===== config.mk =====
export PLATFORM = sky130hd
export DESIGN_NAME = slt_cell
export DESIGN_NICKNAME = d
export VERILOG_FILES = /design/src/rtl/slt_pkg.sv /design/src/rtl/slt_cell.sv
export SDC_FILE = /design/constraint.sdc
export NUM_CORES = 1
export LEC_CHECK = 0
export ABC_AREA = 1
export ABC_CLOCK_PERIOD_IN_PS = 6600
export BUFFER_PORTS_ARGS = -buffer_cell sky130_fd_sc_hd__buf_2
export CAP_MARGIN = 20
export CORE_MARGIN = 1
export CORE_UTILIZATION = 46
export DETAILED_ROUTE_END_ITERATION = 8
export GPL_ROUTABILITY_DRIVEN = 0
export PLACE_DENSITY = 0.8
export SETUP_SLACK_MARGIN = 0.1
export SYNTH_ARGS = -nofsm -noshare
export SYNTH_HDL_FRONTEND = slang
export SYNTH_SLANG_ARGS = --single-unit
export TNS_END_PERCENT = 10

===== constraint.sdc =====
create_clock -name aclk -period 6.6 [get_ports aclk]
set_input_delay 1.32 -clock aclk [delete_from_list [all_inputs] [get_ports aclk]]
set_output_delay 1.32 -clock aclk [all_outputs]
set_load 0.05 [all_outputs]

===== src/rtl/slt_pkg.sv =====
package slt_pkg;

    localparam int KEY_W   = 16;
    localparam int PAY_W   = 16;
    localparam int POS_W   = 8;
    localparam int COUNT_W = 9;

    // operation codes
    typedef enum logic [2:0] {
        KIND_INSERT  = 3'd0,
        KIND_REPLACE = 3'd1,
        KIND_SEEK    = 3'd2,
        KIND_LOOKUP  = 3'd3,
        KIND_CLEAR   = 3'd4
    } kind_t;

    // result codes
    typedef enum logic [1:0] {
        STATUS_OK      = 2'd0,
        STATUS_EXISTS  = 2'd1,
        STATUS_MISSING = 2'd2,
        STATUS_FULL    = 2'd3
    } status_t;

    typedef struct packed {
        logic [2:0]       kind;
        logic [KEY_W-1:0] line_key;
        logic [PAY_W-1:0] payload_in;
    } in_beat_t;

    typedef struct packed {
        logic [1:0]         status;
        logic [POS_W-1:0]   position;
        logic [KEY_W-1:0]   found_key;
        logic [PAY_W-1:0]   payload_out;
        logic [COUNT_W-1:0] entry_count;
    } out_beat_t;

    // broadcast control from the sequencer to every cell
    typedef struct packed {
        logic  apply;
        kind_t kind;
        logic  hit;
    } cell_ctrl_t;

endpackage


===== src/rtl/slt_cell.sv =====
module slt_cell
    import slt_pkg::*;
#(
    parameter int HW = 16
) (
    input  logic             aclk,
    input  logic             aresetn,
    input  cell_ctrl_t       ctrl,
    input  logic [KEY_W-1:0] op_key,
    input  logic [HW-1:0]    op_pay,
    input  logic [KEY_W-1:0] left_key,
    input  logic [HW-1:0]    left_pay,
    input  logic             left_valid,
    input  logic             left_ge,
    output logic [KEY_W-1:0] key_out,
    output logic [HW-1:0]    pay_out,
    output logic             valid_out,
    output logic             ge_out,
    output logic             sel_out
);

    logic [KEY_W-1:0] key_reg, key_next;
    logic [HW-1:0]    pay_reg, pay_next;
    logic             valid_reg, valid_next;
    logic             ge;
    logic             sel;
    logic             first_empty;

    // compare against the broadcast key
    assign ge          = valid_reg && (key_reg >= op_key);
    assign sel         = ge && !left_ge;
    assign first_empty = !valid_reg && left_valid;

    // shift, load, replace payload or clear
    always_comb begin
        key_next   = key_reg;
        pay_next   = pay_reg;
        valid_next = valid_reg;
        if (ctrl.apply) begin
            case (ctrl.kind)
                KIND_INSERT: begin
                    if (sel) begin
                        key_next = op_key;
                        pay_next = op_pay;
                    end else if (ge) begin
                        key_next = left_key;
                        pay_next = left_pay;
                    end else if (first_empty) begin
                        valid_next = 1'b1;
                        if (ctrl.hit) begin
                            key_next = left_key;
                            pay_next = left_pay;
                        end else begin
                            key_next = op_key;
                            pay_next = op_pay;
                        end
                    end
                end
                KIND_REPLACE: begin
                    if (sel) begin
                        pay_next = op_pay;
                    end
                end
                KIND_CLEAR: begin
                    valid_next = 1'b0;
                end
                default: begin
                end
            endcase
        end
    end

    always_ff @(posedge aclk) begin
        if (!aresetn) begin
            valid_reg <= 1'b0;
        end else begin
            valid_reg <= valid_next;
        end
    end

    always_ff @(posedge aclk) begin
        key_reg <= key_next;
        pay_reg <= pay_next;
    end

    assign key_out   = key_reg;
    assign pay_out   = pay_reg;
    assign valid_out = valid_reg;
    assign ge_out    = ge;
    assign sel_out   = sel;

endmodule


# --- Word level (Yosys, flattened, before mapping) ---
# Cells that the tools add are included.
word_totals:
  output_inout_bits: 35
  inputBits: 73
  elab_cells: 37
  regBits: 33
op_classes:
  mux: 14
  n_eq_ne: 7
  magnitude_cmp: 1
  reduce_logical: 12
ops:
  columns: ["op", "count"]
  rows:
  - ["16-bit two-way mux", 9]
  - ["16-bit one-hot mux with 2 select lines", 1]
  - ["16-bit >= comparator", 1]
  - ["2-bit != test (second input constant)", 4]
  - ["5-bit AND reduction", 1]
  - ["4-bit != test (second input constant)", 1]
  - ["4-bit AND reduction", 1]
  - ["2-bit nonzero test", 2]
  - ["3-bit by 1-bit == test with 1-bit output (second input constant)", 1]
  - ["3-bit == test (second input constant)", 1]
  - ["1-bit logical AND", 3]
  - ["3-bit logical NOT", 1]
  - ["1-bit two-way mux", 3]
  - ["3-bit AND reduction", 1]
  - ["3-bit nonzero test", 1]
  - ["1-bit logical NOT", 2]
  - ["1-bit one-hot mux with 2 select lines", 1]

# --- Depth between registers and ports, before layout ---
# Gate-level depths: netlist of run 1.
depth:
  depth_word: 6
  depth_mapped: 17
  mapped_depth_nobuf: 16

# --- Worst setup path before layout of run 1 ---
# No wires, ideal clock.
synth_timing:
  path_type: "in2out"
  startpoint: "input op_key[3]"
  endpoint: "output ge_out"
  t_arrival_ps: 2511
  required_ps: 5280
  path_slack_ps: 2769
  cell_stages: 12
  path_buffers: 0
  cell_sequence: "inv_1 ha_1 nand2_1 nor2_1 nor2_1 nand2_1 nand2_1 nand2_1 nand2_2 nand2_4 nand2_4 inv_1"
synth_via:
  elab_chain_len: 2
synth_lines:
  columns: ["element", "line_no", "source"]
  rows:
  - ["start, declared", "slt_cell.sv:9", "input logic [KEY_W-1:0] op_key,"]
  - ["16-bit >= comparator", "slt_cell.sv:30", "assign ge = valid_reg && (key_reg >= op_key);"]
  - ["1-bit logical AND", "slt_cell.sv:30", null]
  - ["end, declared", "slt_cell.sv:18", "output logic ge_out,"]
# Every way passes these cells.

# --- Worst setup path in the final report of run 1 ---
layout_timing:
  startpoint: "input op_key[3]"
  endpoint: "output sel_out"
layout_via:
  elab_chain_len: 3
layout_lines:
  columns: ["element", "line_no", "source"]
  rows:
  - ["16-bit >= comparator", "slt_cell.sv:30", null]
  - ["1-bit logical AND", "slt_cell.sv:30", null]
  - ["1-bit logical AND", "slt_cell.sv:31", "assign sel = ge && !left_ge;"]
  - ["end, declared", "slt_cell.sv:19", "output logic sel_out"]
# Every way passes these cells.

==> results of run 1 <==
power groups by stage:
stage | logic, mW | registers [mW] | clock network [mW]
2_1_floorplan | 0.0556 | 0.251 | 0
3_3_place_gp | 0.0957 | 0.242 | 0
3_5_place_dp | 0.0984 | 0.242 | 0
4_1_cts | 0.0986 | 0.237 | 0.149
5_1_grt | 0.110 | 0.237 | 0.156
6_report | 0.0974 | 0.237 | 0.146
worst max-delay path: cells and delay by family:
kind	cells	cell delay (ps)
buffers and inverters	4	560
adders and majority gates	1	280
and+or+nand+nor	9	890
kinds of logic (layout without fill, tap and decap cells):
| group | count (synthesis) | count (layout) | synth area share (%) |
|---|---|---|---|
| DFF | 33 | 33 | 45.2 |
| and+or+nand+nor | 133 | 133 | 33.7 |
| buffers and inverters | 39 | 147 | 8.31 |
| AOI/OAI and AO/OA | 14 | 14 | 3.52 |
| adders and majority gates | 16 | 16 | 9.23 |
sequential cells by signal (all words and copies together), names as in the netlist:
name,count
key_out,16
valid_out,1
pay_out,16
placed cells by master (no fill, tap or decap), drive strengths merged:
cell type,instances
nand4,17
o21ai,4
inv,30
nand3,19
o21a,1
dfxtp,1
a21oi,9
nand2,87
ha,16
nor2,7
buf,109
edfxtp,32
nor3,3
clkbuf,8
layout make-up:
class / instances / area (um^2) / share of cell area, %
well taps: 52 / 65.1 / 2.33
multi-input cells: 163 / 1010 / 36.0
inverters: 30 / 113 / 4.03
repair buffers: 109 / 551 / 19.7
flip-flops and latches: 33 / 981 / 35.1
clock buffers: 8 / 80.1 / 2.86
cell usage after synthesis:
cell,number
nand4_1,17
nand2_4,12
nand2_1,62
buf_6,1
a21oi_1,8
dfxtp_1,1
o21ai_1,2
clkbuf_1,1
inv_2,1
nand2_8,1
buf_12,1
nor2_1,7
buf_4,1
nor3_1,3
o21ai_0,2
nand3_4,2
inv_1,29
edfxtp_1,32
buf_2,5
ha_1,16
nand3_1,17
nand2_2,12
a21oi_2,1
o21a_1,1
routing by layer:
metal  up-vias  GRT usage, %  wire length [um]
li1       1001             -                 -
met3         6          3.99               307
met4         0          7.56                73
met1       843          24.9              2010
met5         -             0                 0
met2        66          35.8              2420
worst paths after layout:
| kind | start | end |
|---|---|---|
| worst max-delay path | op_key[3] | sel_out |
| worst min-delay path | valid_out | valid_out |
| worst max register to register | key_out[3] | pay_out[2] |
| worst min register to register | valid_out | valid_out |
==> flow_metrics.env, run 1 <==
export IMPL_pwr_share_clk_pct=30.3
export IMPL_ff2ff_setup_slack_ps=4160
export IMPL_fin_setup_tns_ps=0
export IMPL_switchingPower_uw=131
export IMPL_yosysTopAreaCell="edfxtp_1"
export IMPL_power_internal_uw=350
export IMPL_p_total_uw=480
export IMPL_setup_viol=0
export IMPL_status="complete, but fails checks"
export IMPL_dieArea_um2=4990
export IMPL_tritoncts="yes"
export IMPL_fillers=403
export IMPL_syn_num_nets=324
export IMPL_rr_worst_depth=14
export IMPL_synth_cell_type_count=24
export IMPL_path_cells="buf_2, inv_1, ha_1, nand2_1, nor2_1, nor2_1, nand2_1, nand2_1, nand2_1, nand2_2, nand2_4, nand3_4, inv_2, buf_2"
export IMPL_final_area_um2=2800
export IMPL_area_growth_synth_to_final_pct=29.0
export IMPL_ir_drop_uv=101
export IMPL_swShare_pct=27.2
export IMPL_final_antenna_net_count=0
export IMPL_final_core_util_pct=62.9
export IMPL_p_seq_share_pct=49.4
export IMPL_place_area_um2=2720
export IMPL_cp_required_ps=5280
export IMPL_worst_pin_slew_ps=550
export IMPL_vias_per_cell=4.85
export IMPL_rows=24
export IMPL_h_tree_depth=2
export IMPL_hold_path_class="flop to flop"
export IMPL_synth_area_leaders="edfxtp_1 (44%), nand2_1 (11%), ha_1 (9.2%)"
export IMPL_netlist_area_um2=2170
export IMPL_postCtsHoldBufs=0
export IMPL_routed_wl_mm=4.81
export IMPL_leakage_nw=1.49
export IMPL_die_y_um=70.7
export IMPL_grtUsageTotal_pct=20.4
export IMPL_dp_final_hpwl_mm=3.68
export IMPL_overflow=0
export IMPL_violations="design-rule violations"
export IMPL_min_period_ps=4360
export IMPL_holdWs_ps=675
export IMPL_core_area_um2=4440
export IMPL_p_comb_share_pct=20.3
export IMPL_cp_slowest_cell="nand3_4"
export IMPL_numCtsBuffers=5
export IMPL_max_freq_mhz=229
export IMPL_whs_path_depth=2
export IMPL_clock_latency_ps=290
export IMPL_drt_iter0_drc=74
export IMPL_ys_ff_latch=33
export IMPL_skew_ps=4.47
export IMPL_cts_setup_buffers=0
export IMPL_cp_common_cell="nand2_1"
export IMPL_grt_max_degree=36
export IMPL_yosysSeqAreaShare_pct=45.2
export IMPL_startpoint_type="input pin"
export IMPL_setup_slack_ps=2240
export IMPL_crit_type="input pin to output pin"
export IMPL_period_share_pct=66.1
export IMPL_grt_pass1_wl_mm=7.87
export IMPL_via_count=1916
export IMPL_slew_headroom_pct=63.3
export IMPL_drc=14
export IMPL_cts_root_buf="clkbuf_8"
export IMPL_synth_warnings=0
export IMPL_drt_pass1_iter_count=6
export IMPL_wire_per_inst_um=12.2
export IMPL_antenna_diode_count=0
export IMPL_netlist_area_leader_share_pct=44.3
export IMPL_slowest_delay_ps=340
export IMPL_place_ws_ps=2240
export IMPL_antenna_found_initial=0
export IMPL_hold_viol_final=0
export IMPL_start_util_pct=48.8
export IMPL_placed_cells=387
export IMPL_dieWidth_um=70.7
export IMPL_critPathCaptureType="output pin"
export IMPL_cts_path_max_buffers=2
export IMPL_grt_pass1_vias=1835
export IMPL_drive_gt1_share_pct=41.7
export IMPL_cp_arrival_ps=3040
export IMPL_clk_pin_slew_ps=60
export IMPL_ios=108
export IMPL_grt_setup_unrepaired="false"
export IMPL_maxCapViolCount=0
export IMPL_syn_avg_cell_area_um2=9.23
export IMPL_nets=431
export IMPL_final_cells=395
export IMPL_path_max_fanout=35
export IMPL_postSynthCellCount=235
export IMPL_finalMaxSlewViolations=0
export IMPL_portBuffers=107
export IMPL_p_per_area_nw_per_um2=172
export IMPL_post_cts_resized=0
export IMPL_clock_sinks=33
Power figures use the tool's default switching activity.
==> inputs of run 2 (changes only) <==
--- a/config.mk
+++ b/config.mk
@@ -6,7 +6,7 @@
 export NUM_CORES = 1
 export LEC_CHECK = 0
 export ABC_AREA = 1
-export ABC_CLOCK_PERIOD_IN_PS = 6600
+export ABC_CLOCK_PERIOD_IN_PS = 4320
 export BUFFER_PORTS_ARGS = -buffer_cell sky130_fd_sc_hd__buf_2
 export CAP_MARGIN = 20
 export CORE_MARGIN = 1
==> constraint.sdc (replaced) <==
create_clock -name aclk -period 4.32 [get_ports aclk]
set_input_delay 0.864 -clock aclk [delete_from_list [all_inputs] [get_ports aclk]]
set_output_delay 0.864 -clock aclk [all_outputs]
set_load 0.05 [all_outputs]
==> run 2 against run 1 <==
Combinational power grew 52%. Final cell count is the same. Critical endpoint unchanged. Wire length decreased by 0.48%. Utilization barely moved. Clock-buffer cell count shrank 3. Critical path depth shrank 4. Die area unchanged. Via count increased by 2.5%. Clock skew is 1.4 ps higher. Worst hold slack got worse by 5.1 ps. Sequential share of layout area about the same. The run still ends with design-rule violations left. Cell area about the same.
==> flow_metrics.env, run 2 (same netlist as run 1, synthesis figures left out) <==
export IMPL_overflow=0
export IMPL_cp_required_ps=3460
export IMPL_start_util_pct=48.8
export IMPL_dp_final_hpwl_mm=3.68
export IMPL_seq_area_um2=981
export IMPL_grt_most_used_layer="met2"
export IMPL_setup_slack_ps=845
export IMPL_wire_per_inst_um=12.1
export IMPL_setup_viol=0
export IMPL_final_antenna_net_count=0
export IMPL_vias_per_cell=4.97
export IMPL_fin_setup_tns_ps=0
export IMPL_h_tree_depth=2
export IMPL_cp_arrival_ps=2610
export IMPL_die_y_um=70.7
export IMPL_cts_setup_buffers=0
export IMPL_fillers=398
export IMPL_finalMaxSlewViolations=0
export IMPL_grt_util_met2_pct=35.4
export IMPL_core_area_um2=4440
export IMPL_violations="design-rule violations"
export IMPL_startpoint_type="input pin"
export IMPL_max_freq_mhz=288
export IMPL_drive_gt1_share_pct=42.0
export IMPL_cp_slowest_cell="nand3_4"
export IMPL_multi_input_area_um2=1010
export IMPL_dieWidth_um=70.7
export IMPL_slew_headroom_pct=63.3
export IMPL_drt_pass1_iter_count=6
export IMPL_routed_wl_mm=4.79
export IMPL_holdWs_ps=670
export IMPL_placed_cells=387
export IMPL_p_per_area_nw_per_um2=261
export IMPL_antenna_diode_count=0
export IMPL_ios=108
export IMPL_status="complete, but fails checks"
export IMPL_min_period_ps=3480
export IMPL_grt_setup_unrepaired="false"
export IMPL_portBuffers=107
export IMPL_nets=431
export IMPL_numCtsBuffers=5
export IMPL_worst_pin_slew_ps=550
export IMPL_area_growth_synth_to_final_pct=29.0
export IMPL_p_total_uw=731
export IMPL_grt_max_degree=36
export IMPL_clock_sinks=33
export IMPL_place_ws_ps=843
export IMPL_via_count=1964
export IMPL_met3_usage_pct=2.85
export IMPL_final_cells=395
export IMPL_grt_use_met1_pct=24.6
export IMPL_cts_path_max_buffers=2
export IMPL_period_share_pct=80.4
export IMPL_maxCapViolCount=0
export IMPL_cp_common_cell="buf_2"
export IMPL_antenna_found_initial=0
export IMPL_ir_drop_uv=176
export IMPL_skew_ps=5.83
export IMPL_hold_path_class="flop to flop"
export IMPL_path_cells="buf_2, inv_1, ha_1, nand2_1, nor3_1, nand2_2, nand2_4, nand3_4, inv_2, buf_2"
export IMPL_slowest_delay_ps=340
export IMPL_cts_root_buf="clkbuf_8"
export IMPL_critPathCaptureType="output pin"
export IMPL_critPathTopFamily="simple AND/OR/NAND/NOR gates"
export IMPL_rows=24
export IMPL_final_common_cell="buf_2"
export IMPL_post_cts_resized=0
export IMPL_grtUsageTotal_pct=19.9
export IMPL_tritoncts="yes"
export IMPL_path_max_fanout=35
export IMPL_grt_pass1_wl_mm=7.87
export IMPL_crit_type="input pin to output pin"
export IMPL_drc=15
export IMPL_hold_viol_final=0
export IMPL_dieArea_um2=4990
export IMPL_postCtsHoldBufs=0
export IMPL_drt_iter0_drc=78
export IMPL_grt_pass1_vias=1867
export IMPL_critPathBufInv=4
export IMPL_clk_pin_slew_ps=70
export IMPL_clock_latency_ps=280
export IMPL_layout_common_cells="buf_2 (107), nand2_1 (62), edfxtp_1 (32), inv_1 (29)"
export IMPL_leakage_nw=1.49
run 2: cell type report:
cell class	instances	area share [%]
Multi-Input combinational cell	163	36.0
Tap cell	52	2.33
Timing Repair Buffer	109	19.7
Clock buffer	5	2.46
Clock inverter	3	0.447
Inverter	30	4.03
Sequential cell	33	35.1
run 2: path summary, 6_finish.rpt:
| path | startpoint | to | slack (ps) | cells past startpoint |
|---|---|---|---|---|
| setup / recovery | op_key[15] | sel_out | 840 | 10 |
| hold / removal | valid_out | valid_out | 670 | 2 |
| setup reg to reg | key_out[15] | pay_out[12] | 1820 | 10 |
| hold reg to reg | valid_out | valid_out | 670 | 2 |
run 2: power breakdown:
group | switching [mW] | total [mW] | internal [mW]
registers | 0.00242 | 0.362 | 0.360
logic | 0.0885 | 0.148 | 0.0596
clock network | 0.112 | 0.220 | 0.108
total | 0.202 | 0.731 | 0.528
run 2: routing by layer:
| layer | share of wire [%] | up-vias |
|---|---|---|
| met2 | 50 | 61 |
| met1 | 43 | 892 |
| met4 | 1.4 | 0 |
| li1 | - | 1004 |
| met3 | 4.8 | 7 |
| met5 | 0 | - |
run 2: metrics by stage:
stage / utilization, % / area, um^2
finish: 63.0 / 2800
global placement: 61.1 / 2720
floorplan: - / 2170
global route: 63.0 / 2800
CTS: 63.0 / 2800
detailed placement: 61.1 / 2720
run 2: worst register-to-register path: stages, from the launching register on:
cell      delay [ps]
edfxtp_1         400
ha_1             310
nand2_1           80
nor3_1           290
nand2_2          110
nand2_4           90
nand3_4          340
inv_2            160
nand3_1           80
o21ai_1           80
buf_4            250
